`src/rtl/core/assert_macros.svh`:
```
// Assertion helpers for the RTL.
`ifndef ASSERT_MACROS_SVH
`define ASSERT_MACROS_SVH

// Implication check under an asynchronous active-low reset.
`define ASSERT_IMPL(label, clk, rst_n, ante, cons) \
  label: assert property (@(posedge clk) disable iff (!rst_n) (ante) |-> (cons)) \
    else $error("assertion failed");

// Next-cycle implication check.
`define ASSERT_NEXT(label, clk, rst_n, ante, cons) \
  label: assert property (@(posedge clk) disable iff (!rst_n) (ante) |=> (cons)) \
    else $error("assertion failed");

`endif

```
`src/rtl/core/bmpt_pkg.sv`:
```
`timescale 1ns / 1ps
package bmpt_pkg;

  localparam int unsigned AddrW  = 48;
  localparam int unsigned TickW  = 32;
  localparam int unsigned HitsW  = 32;
  localparam int unsigned OpW    = 3;
  localparam int unsigned SlotFW = 10;
  localparam int unsigned CfgIdxW = 2;
  localparam int unsigned CfgDataW = 21;
  localparam int unsigned BbW    = 21;
  localparam int unsigned SiuW   = 11;
  localparam int unsigned CountW = 16;

  localparam logic [OpW-1:0] OpLookup   = 3'd0;
  localparam logic [OpW-1:0] OpMark     = 3'd1;
  localparam logic [OpW-1:0] OpBegin    = 3'd2;
  localparam logic [OpW-1:0] OpComplete = 3'd3;
  localparam logic [OpW-1:0] OpAbort    = 3'd4;

  localparam logic [CfgIdxW-1:0] CfgBlockBytes = 2'd0;
  localparam logic [CfgIdxW-1:0] CfgSlotsInUse = 2'd1;
  localparam logic [CfgIdxW-1:0] CfgCaching    = 2'd2;

  // Marks bit positions.
  localparam int unsigned MkValid = 0;
  localparam int unsigned MkPop   = 1;
  localparam int unsigned MkAcc   = 2;

  // Controller to datapath.
  typedef struct packed {
    logic clr_wr;     // clear one slot of the table after reset
    logic load;       // capture input item
    logic div_step;   // one restoring divide step
    logic mod_init;   // start modulo of the quotient
    logic mod_step;   // one modulo step
    logic rd_issue;   // read entry at the current probe slot
    logic probe_adv;  // advance probe slot
    logic rd_target;  // read entry at the target slot
    logic wr_hit;     // write hit update at current probe slot
    logic wr_op;      // write the target-slot update
    logic set_hit;    // mark result as hit
    logic fin;        // load result register
  } bmpt_cmd_t;

  // Datapath to controller.
  typedef struct packed {
    logic [OpW-1:0] op;
    logic           caching;
    logic           n_zero;
    logic           in_range;
    logic           rd_match;
    logic           rd_empty;
    logic           target_pop;
    logic           clr_last;
  } bmpt_sts_t;

endpackage

```
`src/rtl/core/bmpt_ctrl.sv`:
```
`timescale 1ns / 1ps
`include "assert_macros.svh"
module bmpt_ctrl #(
  parameter int unsigned PROBE_MAX = 8
) (
  input  logic                clk_i,
  input  logic                rst_ni,
  input  logic                in_valid_i,
  output logic                in_stall_o,
  output logic                out_valid_o,
  input  logic                out_stall_i,
  input  bmpt_pkg::bmpt_sts_t sts_i,
  output bmpt_pkg::bmpt_cmd_t cmd_o
);
  import bmpt_pkg::*;

  localparam int unsigned CW = 6;
  localparam int unsigned PW = $clog2(PROBE_MAX + 1);

  typedef enum logic [3:0] {
    StClr, StIdle, StDiv, StModInit, StMod, StRd, StChk, StTgtRd, StTgt, StFin
  } state_e;

  state_e          state_q, state_d;
  logic [CW-1:0]   cnt_q, cnt_d;
  logic [PW-1:0]   pc_q, pc_d;
  logic            ov_q, ov_d;
  bmpt_cmd_t       cmd;

  logic accept, out_take;
  assign accept   = in_valid_i && !in_stall_o;
  assign out_take = ov_q && !out_stall_i;

  always_comb begin
    state_d = state_q;
    cnt_d   = cnt_q;
    pc_d    = pc_q;
    ov_d    = out_take ? 1'b0 : ov_q;
    cmd     = '0;
    unique case (state_q)
      StClr: begin
        cmd.clr_wr = 1'b1;
        if (sts_i.clr_last) state_d = StIdle;
      end
      StIdle: begin
        if (accept) begin
          cmd.load = 1'b1;
          state_d  = StDiv;
          cnt_d    = '0;
        end
      end
      StDiv: begin
        if ((sts_i.op == OpLookup) || (sts_i.op == OpBegin && sts_i.caching)) begin
          if (sts_i.n_zero) begin
            state_d = (sts_i.op == OpBegin) ? StTgtRd : StFin;
          end else begin
            cmd.div_step = 1'b1;
            cnt_d = cnt_q + CW'(1);
            if (cnt_q == CW'(AddrW - 1)) state_d = StModInit;
          end
        end else if (sts_i.op == OpMark || sts_i.op == OpComplete || sts_i.op == OpAbort) begin
          state_d = StTgtRd;
        end else begin
          state_d = StFin;
        end
      end
      StModInit: begin
        cmd.mod_init = 1'b1;
        cnt_d   = '0;
        state_d = StMod;
      end
      StMod: begin
        cmd.mod_step = 1'b1;
        cnt_d = cnt_q + CW'(1);
        if (cnt_q == CW'(AddrW - 1)) begin
          state_d = StRd;
          pc_d    = '0;
        end
      end
      StRd: begin
        cmd.rd_issue = 1'b1;
        state_d = StChk;
      end
      StChk: begin
        if (sts_i.rd_match) begin
          cmd.wr_hit  = 1'b1;
          cmd.set_hit = 1'b1;
          state_d = StFin;
        end else if (sts_i.rd_empty || pc_q == PW'(PROBE_MAX - 1)) begin
          state_d = (sts_i.op == OpBegin) ? StTgtRd : StFin;
        end else begin
          cmd.probe_adv = 1'b1;
          pc_d    = pc_q + PW'(1);
          state_d = StRd;
        end
      end
      StTgtRd: begin
        if (sts_i.in_range && (sts_i.op == OpMark || sts_i.caching)) begin
          cmd.rd_target = 1'b1;
          state_d = StTgt;
        end else begin
          state_d = StFin;
        end
      end
      StTgt: begin
        if (sts_i.op == OpMark || sts_i.op == OpBegin || sts_i.target_pop) begin
          cmd.wr_op = 1'b1;
        end
        state_d = StFin;
      end
      StFin: begin
        if (!ov_q || out_take) begin
          cmd.fin = 1'b1;
          ov_d    = 1'b1;
          state_d = StIdle;
        end
      end
      default: state_d = StIdle;
    endcase
  end

  always_ff @(posedge clk_i or negedge rst_ni) begin
    if (!rst_ni) begin
      state_q <= StClr;
      cnt_q   <= '0;
      pc_q    <= '0;
      ov_q    <= 1'b0;
    end else begin
      state_q <= state_d;
      cnt_q   <= cnt_d;
      pc_q    <= pc_d;
      ov_q    <= ov_d;
    end
  end

  assign in_stall_o  = (state_q != StIdle);
  assign out_valid_o = ov_q;
  assign cmd_o       = cmd;

  `ASSERT_IMPL(a_one_write, clk_i, rst_ni, cmd.wr_hit, !cmd.wr_op)
  `ASSERT_NEXT(a_fin_valid, clk_i, rst_ni, cmd.fin, out_valid_o)
  `ASSERT_IMPL(a_probe_bound, clk_i, rst_ni, state_q == StChk, pc_q < PW'(PROBE_MAX))

endmodule

```
`config.mk`:
```
export PLATFORM = sky130hd
export DESIGN_NAME = bmpt_ctrl
export DESIGN_NICKNAME = d
export VERILOG_FILES = /design/src/rtl/core/bmpt_pkg.sv /design/src/rtl/core/bmpt_ctrl.sv
export VERILOG_INCLUDE_DIRS = /design/src /design/src/rtl/core
export SDC_FILE = /design/constraint.sdc
export NUM_CORES = 1
export LEC_CHECK = 0
export BUFFER_PORTS_ARGS = -buffer_cell sky130_fd_sc_hd__buf_2
export CAP_MARGIN = 10
export CORE_UTILIZATION = 28
export DETAILED_ROUTE_END_ITERATION = 10
export HOLD_SLACK_MARGIN = 0.1
export MAX_ROUTING_LAYER = met4
export PLACE_DENSITY = 0.48
export SYNTH_ARGS = -nofsm -noshare
export SYNTH_HDL_FRONTEND = slang
export SYNTH_SLANG_ARGS = --single-unit
```
`constraint.sdc`:
```
create_clock -name clk_i -period 4.6 [get_ports clk_i]
set_clock_uncertainty 0.1 [all_clocks]
set_input_delay 0.69 -clock clk_i [delete_from_list [all_inputs] [get_ports clk_i]]
set_output_delay 0.69 -clock clk_i [all_outputs]
set_load 0.1 [all_outputs]
```
==> run_results.csv <==
group,metric,value,unit
synthesis,synth.area.mux_share,0.04334,
placed_design,placedCellCount,208,
sta,drv_slew,0,
route,via_per_inst,5.307,
synthesis,synthAdderAreaFrac,0.02064,
placed_design,placed_area,1345,µm²
layout,final_cells,212,
synthesis,ys_seq_area_frac,0.3096,
clocking,cts.sinks,15,
layout,drive_above_1_share,0.2593,
route,detail-route-antenna-nets,0,
clocking,cts.repair.resized,0,
setup_path,cp_max_fo,18,
placed_design,place.gp.congestion,0.8007,
synthesis,synth_flop_cell,"dfrtp_1",
synthesis,async_flop_share,1.000,
clocking,cts_root_buffer,"clkbuf_8",
clocking,cts_setup_buffers,0,
sta,fin_hold_ws,0.2586,ns
layout,final.fill_count,456,
layout,diodes,0,
synthesis,synthSimpleGateAreaFrac,0.3240,
route,dr.pass1.iters,4,
global_route,gr-usage-all-layers,0.1413,
floorplanning,core,4086,µm²
clocking,clockBufferDepth,2,
sta,grt_setup_unrepaired,"no",
setup_path,arrival,2.52,ns
global_route,grt_pass1_wl,4726,µm
layout,final_area,1390,µm²
setup_path,crit_chain,"nand4bb_1, or4_1, inv_2, buf_2",
power,leakage,0.6371,nW
setup_path,reg2reg_from,"state_q[1]$_DFFE_PN0P_",
clocking,clock_latency,0.24,ns
layout,final_net_count,179,
placed_design,port_buffers,27,
sta,fin_setup_tns,0,ns
clocking,hold_buffers,0,
route,drtIter0Drc,48,
clocking,clkTransAtPathRegs,0.06,ns
placed_design,dp_hpwl,2275,µm
global_route,grt_start_max_net_pins,19,
global_route,antenna_found_initial,0,
sta,setup_viol,0,
synthesis,synth_top_family_by_area,"simple AND/OR/NAND/NOR gates",
synthesis,postSynthCellCount,144,
global_route,grt.overflow.total,0,
synthesis,synth_nets,160,
synthesis,ys.warnings.count,0,
synthesis,ys_ff_latch,15,
floorplanning,dieArea,4598,µm²
floorplanning,dieWidth,67.81,µm
sta,period_minus_slack,3.312,ns
synthesis,ys_types,49,
sta,relSlewSlack,0.4909,
setup_path,cpPeakStageDelay,0.69,ns
clocking,cts_made_buffers,3,
power,peakVddDrop,0.0001856,V
clocking,cts_tree,"done",
power,power.density,613.1,nW/µm²
floorplanning,dieHeight,67.81,µm
sta,period_share,0.7200,
setup_path,crit_type,"reg2out",
floorplanning,core.rowCount,23,
synthesis,synth-edff-count,0,
route,drc_errors,0,
sta,fmax,301.9,MHz
floorplanning,start_util,0.2967,
outcome,status,"complete, no violations",
global_route,first_global_vias,1025,
synthesis,synth_compound_area_frac,0.2023,
setup_path,r2r_end,"pc_q[3]$_DFFE_PN0P_",
synthesis,syn_area,1212,µm²
floorplanning,io_pins,28,
synthesis,syn_avg_cell_area,8.420,µm²
setup_path,crit_path_start_kind,"register",
flow_run,max_cap_violations,0,
setup_path,critPathCaptureType,"output pin",
layout,syn2layout_area_growth,14.65,%
route,wl,2950,µm
setup_path,critPathSlowestCell,"or4_1",
setup_path,r2r_setup_slack,2.32,ns
worst_hold_path,hp-class,"in2async",
sta,hold_violations,0,
sta,tightest_slew,0.7621,ns
synthesis,synth-xor-area-share,0.01445,
setup_path,r2r_cells,4,
clocking,htree_levels,1,
route,vias,1125,
route,wl_per_cell,13.92,µm
setup_path,required,3.81,ns
==> final cells by class <==
class | count | area [µm²] | area share
tap | 50 | 62.56 | 0.04500
multi-input combinational | 109 | 745.7 | 0.5365
inverter | 7 | 26.28 | 0.01890
sequential | 15 | 375.4 | 0.2700
timing repair buffer | 27 | 135.1 | 0.09721
clock buffer | 4 | 45.04 | 0.03240
==> placed cells by master (no fill, tap or decap), drive strengths merged, types with 2 or more instances in the layout <==
master and count:
clkbuf 4, inv 7, nor3 4, ha 2, nor4b 3, a21oi 7
o21bai 2, a211o 2, nor4 3, o31ai 5, nor3b 2, buf 27
mux2i 3, nand3 4, mux2 2, o21ai 5, dfrtp 15, and3 3
and4b 2, or2 3, nor2b 2, nand2b 3, a211oi 2, xnor2 2
a221oi 2, or4 4, nor2 14, nand2 12, nand4bb 2, o32a 2
==> worst max path at each step <==
stage	from	to	slack, ns	cells past startpoint
detailed placement	state_q[1]$_DFFE_PN0P_	cmd_o[5]	1.58	4
CTS	state_q[1]$_DFFE_PN0P_	cmd_o[5]	1.31	4
global placement	state_q[1]$_DFFE_PN0P_	cmd_o[5]	1.62	4
floorplan	state_q[0]$_DFFE_PN0P_	cmd_o[6]	0.15	3
global route	state_q[1]$_DFFE_PN0P_	cmd_o[5]	1.07	4
finish	state_q[1]$_DFFE_PN0P_	cmd_o[5]	1.29	4
==> report_power, final <==
part	total, mW	switching (mW)	internal [mW]	leakage, nW
clock network	0.105	0.0439	0.0612	0.0228
registers	0.234	0.0710	0.163	0.201
logic	0.513	0.376	0.137	0.413
total	0.852	0.491	0.362	0.637
==> worst max-delay path: cells and delay by family (launching register included) <==
family	cells	cell delay, ns
buf+inv	2	0.51
simple gates	2	1.08
flops	1	0.68
==> metal layers <==
layer	vias to the layer above	global-route usage	part of all wire
met2	24	0.2339	0.46
met5	-	-	0
met1	538	0.1809	0.50
met4	0	0.01563	0
li1	563	-	-
met3	0	0.03041	0.039
==> cells in the mapped netlist, drive strengths merged (2+ instances only) <==
cell	number	share of area
nand4bb	2	0.019
a211o	2	0.014
a221oi	2	0.014
or4	4	0.025
o21bai	2	0.012
or2	3	0.015
a211oi	2	0.017
nor4	3	0.015
nand2b	3	0.015
xnor2	2	0.014
a21oi	7	0.029
o21ai	5	0.021
buf	8	0.048
ha	2	0.021
mux2i	3	0.025
and4b	2	0.017
nor3b	2	0.012
mux2	2	0.019
nor4b	3	0.034
nor2	14	0.043
and3	3	0.015
nor2b	2	0.010
o31ai	5	0.031
inv	7	0.022
dfrtp	15	0.31
clkbuf	5	0.015
nand2	12	0.037
nor3	4	0.017
nand3	4	0.017
o32a	2	0.017
==> cells by family after synthesis <==
| family | Yosys count |
|---|---|
| flops | 15 |
| simple gates | 66 |
| compound gates | 34 |
| mux | 5 |
| xor+xnor | 2 |
| fa+ha+maj | 2 |
| buf+inv | 20 |
==> sequential cells by signal, summed over array words and instances, names as in the netlist <==
signal	count
cnt_q	6
out_valid_o	1
pc_q	4
state_q	4
==> per-stage QoR <==
stage | utilization | power, mW | setup slack (ns)
after floorplan | - | 0.6766 | 0.1461
after global routing | 0.3402 | 0.9122 | 1.071
after global placement | 0.3291 | 0.7464 | 1.616
final | 0.3402 | 0.8522 | 1.288
after CTS | 0.3402 | 0.8592 | 1.308
after detailed placement | 0.3291 | 0.7510 | 1.579
Note: power is estimated with default switching activity, not from simulation.
